$ cat src/rtl/pfoc_pkg.sv
// Shared types and constants for the presence fusion on/off controller.
package pfoc_pkg;

  localparam int unsigned LIGHT_MAX = 65535;

  localparam int unsigned CfgIndexWidth = 3;
  localparam int unsigned CfgDataWidth  = 16;

  // Configuration register indexes.
  localparam logic [CfgIndexWidth-1:0] REG_EDGE_MASK   = 3'd0;
  localparam logic [CfgIndexWidth-1:0] REG_KEEP_MASK   = 3'd1;
  localparam logic [CfgIndexWidth-1:0] REG_ONOFF_MODE  = 3'd2;
  localparam logic [CfgIndexWidth-1:0] REG_ONOFF_TMO   = 3'd3;
  localparam logic [CfgIndexWidth-1:0] REG_LIGHT_THRES = 3'd4;

  // On/off modes.
  localparam logic [2:0] MODE_NOTHING     = 3'd0;
  localparam logic [2:0] MODE_ON_OFF      = 3'd1;
  localparam logic [2:0] MODE_ON_ONLY     = 3'd2;
  localparam logic [2:0] MODE_OFF_ONLY    = 3'd3;
  localparam logic [2:0] MODE_TIMED_ON    = 3'd4;
  localparam logic [2:0] MODE_TIMED_LOCAL = 3'd5;

  // Command codes.
  localparam logic [1:0] CMD_NONE  = 2'd0;
  localparam logic [1:0] CMD_ON    = 2'd1;
  localparam logic [1:0] CMD_OFF   = 2'd2;
  localparam logic [1:0] CMD_TIMED = 2'd3;

  // Operation codes.
  localparam logic OP_UPDATE = 1'b0;
  localparam logic OP_TICK   = 1'b1;

  typedef struct packed {
    logic        operation;
    logic        mmwave_present;
    logic        pir_present;
    logic        external_present;
    logic [15:0] illuminance;
    logic        targets_bound;
  } in_item_t;

  typedef struct packed {
    logic        presence;
    logic        presence_toggle;
    logic [1:0]  command;
    logic        suppressed;
    logic [15:0] false_pir_count;
  } out_item_t;

  typedef struct packed {
    logic [2:0]  edge_mask;
    logic [2:0]  keep_mask;
    logic [2:0]  onoff_mode;
    logic [15:0] onoff_timeout;
    logic [15:0] illuminance_threshold;
  } cfg_t;

endpackage

$ cat src/rtl/pfoc_cfg_regs.sv
// Configuration register file for the presence fusion on/off controller.
module pfoc_cfg_regs (
  input  logic                                 clk,
  input  logic                                 rst,
  input  logic                                 cfg_we,
  input  logic [pfoc_pkg::CfgIndexWidth-1:0]   cfg_index,
  input  logic [pfoc_pkg::CfgDataWidth-1:0]    cfg_data,
  output pfoc_pkg::cfg_t                       cfg
);
  import pfoc_pkg::*;

  always_ff @(posedge clk) begin
    if (rst) begin
      cfg.edge_mask             <= 3'd1;
      cfg.keep_mask             <= 3'd1;
      cfg.onoff_mode            <= MODE_ON_OFF;
      cfg.onoff_timeout         <= 16'd0;
      cfg.illuminance_threshold <= 16'hFFFF;
    end else if (cfg_we) begin
      case (cfg_index)
        REG_EDGE_MASK:   cfg.edge_mask             <= cfg_data[2:0];
        REG_KEEP_MASK:   cfg.keep_mask             <= cfg_data[2:0];
        REG_ONOFF_MODE:  cfg.onoff_mode            <= cfg_data[2:0];
        REG_ONOFF_TMO:   cfg.onoff_timeout         <= cfg_data[15:0];
        REG_LIGHT_THRES: cfg.illuminance_threshold <= cfg_data[15:0];
        default: ;
      endcase
    end
  end

endmodule

$ cat src/rtl/pfoc_fusion.sv
// Fusion state registers and the single-pass next-state and result logic.
module pfoc_fusion (
  input  logic                 clk,
  input  logic                 rst,
  input  pfoc_pkg::cfg_t       cfg,
  input  logic                 fire,
  input  pfoc_pkg::in_item_t   item,
  output pfoc_pkg::out_item_t  result
);
  import pfoc_pkg::*;

  logic        fused_presence, first_update, retrigger_allowed;
  logic        last_radar, last_pir, suppress_flag, pir_probe, timer_active;
  logic [15:0] false_pulses, timer_left;

  logic        fused_presence_next, first_update_next, retrigger_allowed_next;
  logic        last_radar_next, last_pir_next, suppress_flag_next, pir_probe_next;
  logic        timer_active_next;
  logic [15:0] false_pulses_next, timer_left_next;

  logic        changed, trig, on_cmd, mode_valid, cmd_blocked;
  logic [1:0]  cmd;
  logic [2:0]  srcs;

  always_comb begin
    fused_presence_next    = fused_presence;
    first_update_next      = first_update;
    retrigger_allowed_next = retrigger_allowed;
    last_radar_next        = last_radar;
    last_pir_next          = last_pir;
    suppress_flag_next     = suppress_flag;
    pir_probe_next         = pir_probe;
    timer_active_next      = timer_active;
    false_pulses_next      = false_pulses;
    timer_left_next        = timer_left;
    changed                = 1'b0;
    trig                   = 1'b0;
    cmd                    = CMD_NONE;
    srcs                   = {item.external_present, item.pir_present, item.mmwave_present};
    on_cmd                 = 1'b0;
    mode_valid             = 1'b0;
    cmd_blocked            = 1'b0;

    if (item.operation == OP_TICK) begin
      if (timer_active) begin
        if (timer_left > 16'd1) begin
          timer_left_next = timer_left - 16'd1;
        end else begin
          timer_left_next = 16'd0;
          if (fused_presence) begin
            if (cfg.onoff_timeout != 16'd0) begin
              timer_left_next = cfg.onoff_timeout;
            end else begin
              timer_active_next = 1'b0;
            end
          end else begin
            timer_active_next = 1'b0;
            if (item.targets_bound) begin
              cmd = CMD_OFF;
            end
          end
        end
      end
    end else begin
      // A PIR pulse that starts and ends without radar counts as false.
      if (item.pir_present && !last_pir) begin
        if (!item.mmwave_present) begin
          pir_probe_next = 1'b1;
        end
      end else if (!item.pir_present && last_pir) begin
        if (pir_probe && !item.mmwave_present) begin
          pir_probe_next = 1'b0;
          if (false_pulses != 16'hFFFF) begin
            false_pulses_next = false_pulses + 16'd1;
          end
        end
      end
      if (item.mmwave_present) begin
        pir_probe_next = 1'b0;
      end
      last_radar_next = item.mmwave_present;
      last_pir_next   = item.pir_present;

      if (first_update || retrigger_allowed || !fused_presence) begin
        trig = |(cfg.edge_mask & srcs);
        if (trig) begin
          fused_presence_next    = 1'b1;
          retrigger_allowed_next = 1'b0;
        end
        changed           = trig;
        first_update_next = 1'b0;
      end
      if (fused_presence_next) begin
        fused_presence_next = |(cfg.keep_mask & srcs);
        if (!fused_presence_next) begin
          changed                = 1'b1;
          retrigger_allowed_next = 1'b1;
        end
      end
      if (changed && fused_presence_next) begin
        suppress_flag_next = (32'(cfg.illuminance_threshold) < LIGHT_MAX) &&
                             (item.illuminance > cfg.illuminance_threshold);
      end

      if (!suppress_flag_next && changed) begin
        on_cmd      = fused_presence_next;
        mode_valid  = cfg.onoff_mode inside {MODE_ON_OFF, MODE_ON_ONLY, MODE_OFF_ONLY,
                                             MODE_TIMED_ON, MODE_TIMED_LOCAL};
        cmd_blocked = (on_cmd && cfg.onoff_mode == MODE_OFF_ONLY) ||
                      (!on_cmd && (cfg.onoff_mode inside {MODE_ON_ONLY, MODE_TIMED_ON,
                                                          MODE_TIMED_LOCAL}));
        if (mode_valid && !cmd_blocked && item.targets_bound) begin
          timer_active_next = 1'b0;
          if (cfg.onoff_mode == MODE_TIMED_ON) begin
            cmd = CMD_TIMED;
          end else if (cfg.onoff_mode == MODE_TIMED_LOCAL) begin
            if (cfg.onoff_timeout != 16'd0) begin
              timer_active_next = 1'b1;
              timer_left_next   = cfg.onoff_timeout;
            end
            cmd = CMD_ON;
          end else begin
            cmd = on_cmd ? CMD_ON : CMD_OFF;
          end
        end
      end
    end

    result.presence         = fused_presence_next;
    result.presence_toggle  = changed;
    result.command          = cmd;
    result.suppressed       = suppress_flag_next;
    result.false_pir_count  = false_pulses_next;
  end

  always_ff @(posedge clk) begin
    if (rst) begin
      fused_presence    <= 1'b0;
      first_update      <= 1'b1;
      retrigger_allowed <= 1'b0;
      last_radar        <= 1'b0;
      last_pir          <= 1'b0;
      suppress_flag     <= 1'b0;
      pir_probe         <= 1'b0;
      timer_active      <= 1'b0;
      false_pulses      <= 16'd0;
      timer_left        <= 16'd0;
    end else if (fire) begin
      fused_presence    <= fused_presence_next;
      first_update      <= first_update_next;
      retrigger_allowed <= retrigger_allowed_next;
      last_radar        <= last_radar_next;
      last_pir          <= last_pir_next;
      suppress_flag     <= suppress_flag_next;
      pir_probe         <= pir_probe_next;
      timer_active      <= timer_active_next;
      false_pulses      <= false_pulses_next;
      timer_left        <= timer_left_next;
    end
  end

endmodule

$ cat src/rtl/presence_fusion_onoff_controller_core.sv
// Presence fusion on/off controller: top level with input and result registers.
// Each transaction on the input channel is a sensor update or a one-second tick
// and yields exactly one result transaction. A transaction is registered on
// entry, passes through the combinational fusion logic and lands in the result
// register. The block takes one transaction every cycle unless the result side
// stalls; the result register alone sets that rate, and a stalled result holds
// back the input only once the input register is also full. The
// configuration registers should be written only while the block is idle.
module presence_fusion_onoff_controller_core (
  input  logic                                clk,
  input  logic                                rst,
  input  logic                                in_valid,
  output logic                                in_stall,
  input  pfoc_pkg::in_item_t                  in_data,
  output logic                                out_valid,
  input  logic                                out_stall,
  output pfoc_pkg::out_item_t                 out_data,
  input  logic                                cfg_we,
  input  logic [pfoc_pkg::CfgIndexWidth-1:0]  cfg_index,
  input  logic [pfoc_pkg::CfgDataWidth-1:0]   cfg_data
);
  import pfoc_pkg::*;

  cfg_t      cfg;
  in_item_t  hold_item;
  logic      hold_valid;
  logic      advance;
  out_item_t result;

  // The held transaction moves on when the result register is free or draining.
  assign advance  = hold_valid && (!out_valid || !out_stall);
  assign in_stall = hold_valid && !advance;

  pfoc_cfg_regs u_cfg (
    .clk       (clk),
    .rst       (rst),
    .cfg_we    (cfg_we),
    .cfg_index (cfg_index),
    .cfg_data  (cfg_data),
    .cfg       (cfg)
  );

  pfoc_fusion u_fusion (
    .clk    (clk),
    .rst    (rst),
    .cfg    (cfg),
    .fire   (advance),
    .item   (hold_item),
    .result (result)
  );

  always_ff @(posedge clk) begin
    if (rst) begin
      hold_valid <= 1'b0;
      out_valid  <= 1'b0;
    end else begin
      if (!in_stall) begin
        hold_valid <= in_valid;
      end
      if (advance) begin
        out_valid <= 1'b1;
      end else if (!out_stall) begin
        out_valid <= 1'b0;
      end
    end
  end

  always_ff @(posedge clk) begin
    if (in_valid && !in_stall) begin
      hold_item <= in_data;
    end
    if (advance) begin
      out_data <= result;
    end
  end

endmodule

$ cat config.mk
export PLATFORM = sky130hd
export DESIGN_NAME = presence_fusion_onoff_controller_core
export DESIGN_NICKNAME = d
export VERILOG_FILES = /design/src/rtl/pfoc_pkg.sv /design/src/rtl/pfoc_cfg_regs.sv /design/src/rtl/pfoc_fusion.sv /design/src/rtl/presence_fusion_onoff_controller_core.sv
export SDC_FILE = /design/constraint.sdc
export NUM_CORES = 1
export LEC_CHECK = 0
export ABC_AREA = 0
export ABC_CLOCK_PERIOD_IN_PS = 8600
export BUFFER_PORTS_ARGS = -buffer_cell sky130_fd_sc_hd__buf_4
export CAP_MARGIN = 10
export CORE_MARGIN = 2
export CORE_UTILIZATION = 55
export CTS_BUF_LIST = sky130_fd_sc_hd__clkbuf_4
export DETAILED_ROUTE_END_ITERATION = 7
export PLACE_DENSITY_LB_ADDON = 0.3
export RECOVER_POWER = 25
export SYNTH_ARGS = -nofsm -noshare
export SYNTH_HDL_FRONTEND = slang
export SYNTH_HIERARCHICAL = 1
export SYNTH_SLANG_ARGS = --single-unit
export TNS_END_PERCENT = 5
$ cat constraint.sdc
create_clock -name clk -period 8.6 [get_ports clk]
set_clock_uncertainty 0.1 [all_clocks]
set_input_delay 1.72 -clock clk [delete_from_list [all_inputs] [get_ports clk]]
set_output_delay 1.72 -clock clk [all_outputs]
set_load 0.01 [all_outputs]
Yosys cells after proc, flatten, opt, wreduce, memory -nomap -nowiden
Cells that the tools add are included.

Register bits: 124. Input bits: 45. Output and inout port bits: 23.

Add/subtract/negate cells: 2. Magnitude comparators: 3. Equal/unequal tests: 13. Multiplexer cells: 57. Bitwise logic cells: 3. Reductions and logical operators: 50.

Operators with widths (number): 16-bit 2-to-1 mux (15); 1-bit 2-to-1 mux (32); 2-bit 2-to-1 mux (10); 16-bit by 1-bit adder with 16-bit output, second input constant (1); 16-bit by 1-bit greater-than comparator with 1-bit output, second input constant (1); 16-bit greater-than comparator (1); 16-bit less-than comparator, second input constant (1); 16-bit != test, second input constant (1); 16-bit nonzero test (1); 16-bit by 1-bit subtractor with 16-bit output, second input constant (1); 1-bit logical AND (13); 3-bit by 2-bit equality test with 1-bit output, second input constant (4); 2-bit AND reduction (6); 1-bit logical NOT (11); 3-bit equality test, second input constant (3); 3-bit nonzero test (3); 2-bit nonzero test (4); 7-bit AND reduction (1); 3-bit bitwise AND (2); 3-bit by 1-bit equality test with 1-bit output, second input constant (2); 3-bit AND reduction (2); 3-bit OR reduction (2); 5-bit nonzero test (1); 1-bit logical OR (4); 5 further kinds (6).

Logic depth before layout (Yosys ltp)
Word-level depth: 16. Mapped depth: 12. Gate-level depth less buffers: 9.

By module
The synthesis kept the hierarchy.

Modules (own cells, without submodules): pfoc_fusion (times used 1, cells each 406, area an instance 3165.5 µm², sequential area each 780.7 µm²); pfoc_cfg_regs (times used 1, cells each 173, area an instance 1725.4 µm², sequential area each 820.8 µm²); presence_fusion_onoff_controller_core (times used 1, cells each 52, area an instance 1347.5 µm², sequential area each 1301.2 µm²).

Worst setup path before layout
Ideal clock, no wire load.

Path kind: input -> register. Start: input port out_stall. End: register u_fusion.timer_left[15]. Arrival time: 5269 ps. Required time: 8377 ps. Path slack: 3107 ps. Cell stages on the path: 6. Path buffers: 2. Cells stage by stage: a21boi_0 -> clkinv_1 -> a21o_1 -> buf_6 -> buf_6 -> mux2_1.

Longest elaborated chain between the ends: 4.

Ends and longest elaborated chain: from (decl) (line presence_fusion_onoff_controller_core.sv:16) `input logic out_stall,`; 1-bit logical NOT; 1-bit logical OR (line presence_fusion_onoff_controller_core.sv:31) `assign advance = hold_valid && (!out_valid || !out_stall);`; 1-bit logical AND (line presence_fusion_onoff_controller_core.sv:31); 7-bit AND reduction (no line); to (signal assigned) (line pfoc_fusion.sv:158) `timer_left <= timer_left_next;`; to (decl) (line pfoc_fusion.sv:14) `logic [15:0] false_pulses, timer_left;`.

Every way passes these cells. A chain may end at the register's enable or synchronous reset.

==> metrics <==
latest clock arrival within the worst-skew pair=~0.51 ns; Yosys warning total=6; class of the tightest hold or removal check=reg -> reg; cells after synthesis=between 600 and 700; end point of the most critical hold path=u_fusion/first_update$_SDFFE_PP1P_; proportion of register bits with asynchronous set or reset after synthesis=0%; number of antenna violations at the first check in global routing=0; clock tree from TritonCTS=built; top achievable clock speed=approximately 180 MHz; dominant cell type by area after synthesis=sky130_fd_sc_hd__dfxtp_1; Min Clock Period, post-route=5.58 ns; final count of pins violating max slew=about 170; syn avg cell area=9.89 µm²; fraction of the core area covered by cells at the end of the flow=between 60% and 70%; slack of the worst reg-to-reg path=4.62 ns; DR pass1 iterations=7; maximum number of pins on one net before global-route repair=129; filler instances=923; input/output buffers=67; max-capacitance violation count=2; number of hold-repair buffers added at the cts stage=0; Starting Density=roughly 57%; Gates resized, CTS repair=0; CP Data Arrival Time=5.90 ns; weighted congestion at the end of routability-driven global placement=approximately 0.89; Post-synth EDFFs=42; transition at the pin with the smallest max-transition slack=between 4 and 5 ns; start point of the worst min-delay path=u_fusion/first_update$_SDFFE_PP1P_; multi-input logic area=3040 µm²; Clock Sink Count=124; Die Ht=111 µm; boundary pin count=68; Worst R2R Path Depth=5; failing checks=max-capacitance violations, max-slew violations; GRT overflow=0; RSZ-0062 raised after global routing=no; wire length per cell after detailed routing=15.5 µm; half-perimeter wire length after detailed placement=between 8 and 9 mm; Setup Crit Path Kind=in -> reg; post-CTS setup buffer count=0; total design power=approximately 1.1 mW; deepest clock path buffer count=2; Synth cell types=68; Critical Path Source=rst; worst reg2reg path startpoint=hold_valid$_SDFFE_PP0N_; H-Tree Level Count=4; clock-pin slew on the worst setup and hold paths=about 0.11 ns; portion of synthesized cell area occupied by the leading cell type=26.3%; library cell with the highest instance count after synthesis=sky130_fd_sc_hd__dfxtp_1; DRC errors left=0; horizontal die dimension=111 µm; remaining antenna violation count after routing=0; area taken by flip-flops and latches=2900 µm²; vias per cell=5.67; netlist area before placement=6240 µm²; global-route wire length before repair=21.3 mm; crit path capture type=register; number of synthesized register bits=124; antenna diode count=0; nets in the synthesized netlist=just under 700; critical path fanouts, max=128; via count of the first global-routing pass=4534; Hold Violations, Final=0; period utilisation layout=64.9%; Std-Cell Core Area=10900 µm²; post-detailed-routing wire length=between 10 and 15 mm; detailed-route via count=4743; Setup Viol. Count Final=0; synth cell count leaders=sky130_fd_sc_hd__dfxtp_1, sky130_fd_sc_hd__nor2_1, sky130_fd_sc_hd__mux2i_1, sky130_fd_sc_hd__nand2b_1, sky130_fd_sc_hd__edfxtp_1; total die area=12200 µm²; flip-flop cell with the highest count after synthesis=sky130_fd_sc_hd__dfxtp_1; Leakage Power=2.78 nW; CTS Buf Count=17; Root Buffer=sky130_fd_sc_hd__clkbuf_4; Iter 0 DRT Violations=around 320; total negative setup slack=0 ns; power density over cell area=162 nW/µm²; worst hold slack=0.376 ns; slew margin rel.=-211%; top area cells in the synthesized netlist=sky130_fd_sc_hd__dfxtp_1, sky130_fd_sc_hd__edfxtp_1, sky130_fd_sc_hd__mux2i_1; total global-route track usage=21.5%; CP Launch Type=input port; data required time at the worst endpoint=8.92 ns; end of the worst register-to-register path=u_fusion/timer_left[3]$_SDFFE_PP0P_; sequential-to-total area share from yosys stat=46.5%; Peak VDD IR=0.111 mV; nets@finish=748; run status=finished, violations left; fraction of final layout cells with drive strength greater than 1=17.1%; post-synthesis to final-layout area growth=12.5%; number of cells on the worst hold path=1; site row count=38
[cell type report]
type                    instances  share of cell area [%]
multi-input cells             445                    43.4
flip-flops and latches        124                    41.4
repair buffers                 68                    7.11
well taps                     140                    2.50
clock inverters                13                    2.10
clock buffers                  19                    2.03
inverters                      28                    1.50
[through the flow]
stage	cell area [µm²]	worst slack, ns	std cells
6_report	7020	3.02	837
3_5_place_dp	6750	4.64	805
2_1_floorplan	6240	3.11	631
3_3_place_gp	6750	4.65	805
5_1_grt	7020	2.65	837
4_1_cts	7040	4.64	837
[placed cells by master, fill, tap and decap left out, drive strengths merged, types with 3 or more instances in the layout]
master,instances
a211oi,8
a21boi,3
a21o,5
a21oi,24
a22oi,8
and2,4
and3,6
and4,3
buf,44
bufinv,3
clkbuf,43
clkinv,7
clkinvlp,3
dfxtp,82
edfxtp,42
ha,19
inv,28
mux2,10
mux2i,45
nand2,38
nand2b,45
nand3,14
nand4,14
nor2,75
nor2b,11
nor3,10
nor4,11
o21ai,13
o32ai,5
or3,5
or4b,3
xnor2,12
xor2,18
[where the power goes]
group          internal (mW)  switching [mW]
Sequential             0.623          0.0100
Combinational         0.0420          0.0489
Clock                  0.204           0.210
Total                  0.869           0.269
[flip-flops by register name (all words and copies together), names as in the netlist]
register                    flops
out_data                       21
out_valid                       1
hold_valid                      1
hold_item                      21
u_fusion/suppress_flag          1
u_fusion/false_pulses          16
u_fusion/retrigger_allowed      1
u_fusion/fused_presence         1
u_fusion/timer_left            16
u_fusion/first_update           1
u_fusion/timer_active           1
u_fusion/pir_probe              1
u_cfg/cfg                      41
u_fusion/last_pir               1
[critical path: stages]
cell                       delay, ns
sky130_fd_sc_hd__clkbuf_1       3.23
sky130_fd_sc_hd__nor2_1         0.55
sky130_fd_sc_hd__mux2i_1        0.37
[kinds of logic (layout without fill, tap and decap cells)]
| kind of cell | after synthesis | count (layout) | synth area share (%) |
|---|---|---|---|
| compound gates | 87 | 87 | 9.95 |
| xor+xnor | 30 | 30 | 4.21 |
| fa+ha+maj | 19 | 19 | 3.81 |
| buf+inv | 62 | 128 | 4.71 |
| flops | 124 | 124 | 46.5 |
| mux | 55 | 55 | 9.03 |
| simple gates | 254 | 254 | 21.8 |
[metal layers]
layer	share of wire [%]	routed length [µm]	GRT usage (%)
met3	5.1	667	6.20
met2	47	6030	33.8
met4	1.6	202	7.92
met1	47	6070	28.3
met5	0	0	0
[worst max path at each step]
stage | end | cells after the start | slack (ns)
finish | u_cfg/cfg[35]$_SDFFE_PP1P_ | 3 | 3.02
global route | u_cfg/cfg[38]$_SDFFE_PP1P_ | 3 | 2.65
CTS | in_stall | 4 | 4.64
detailed placement | in_stall | 4 | 4.64
global placement | in_stall | 4 | 4.65
floorplan | u_fusion/timer_left[15]$_SDFFE_PP0P_ | 6 | 3.11
No activity file was read; power rests on OpenSTA's default activity.
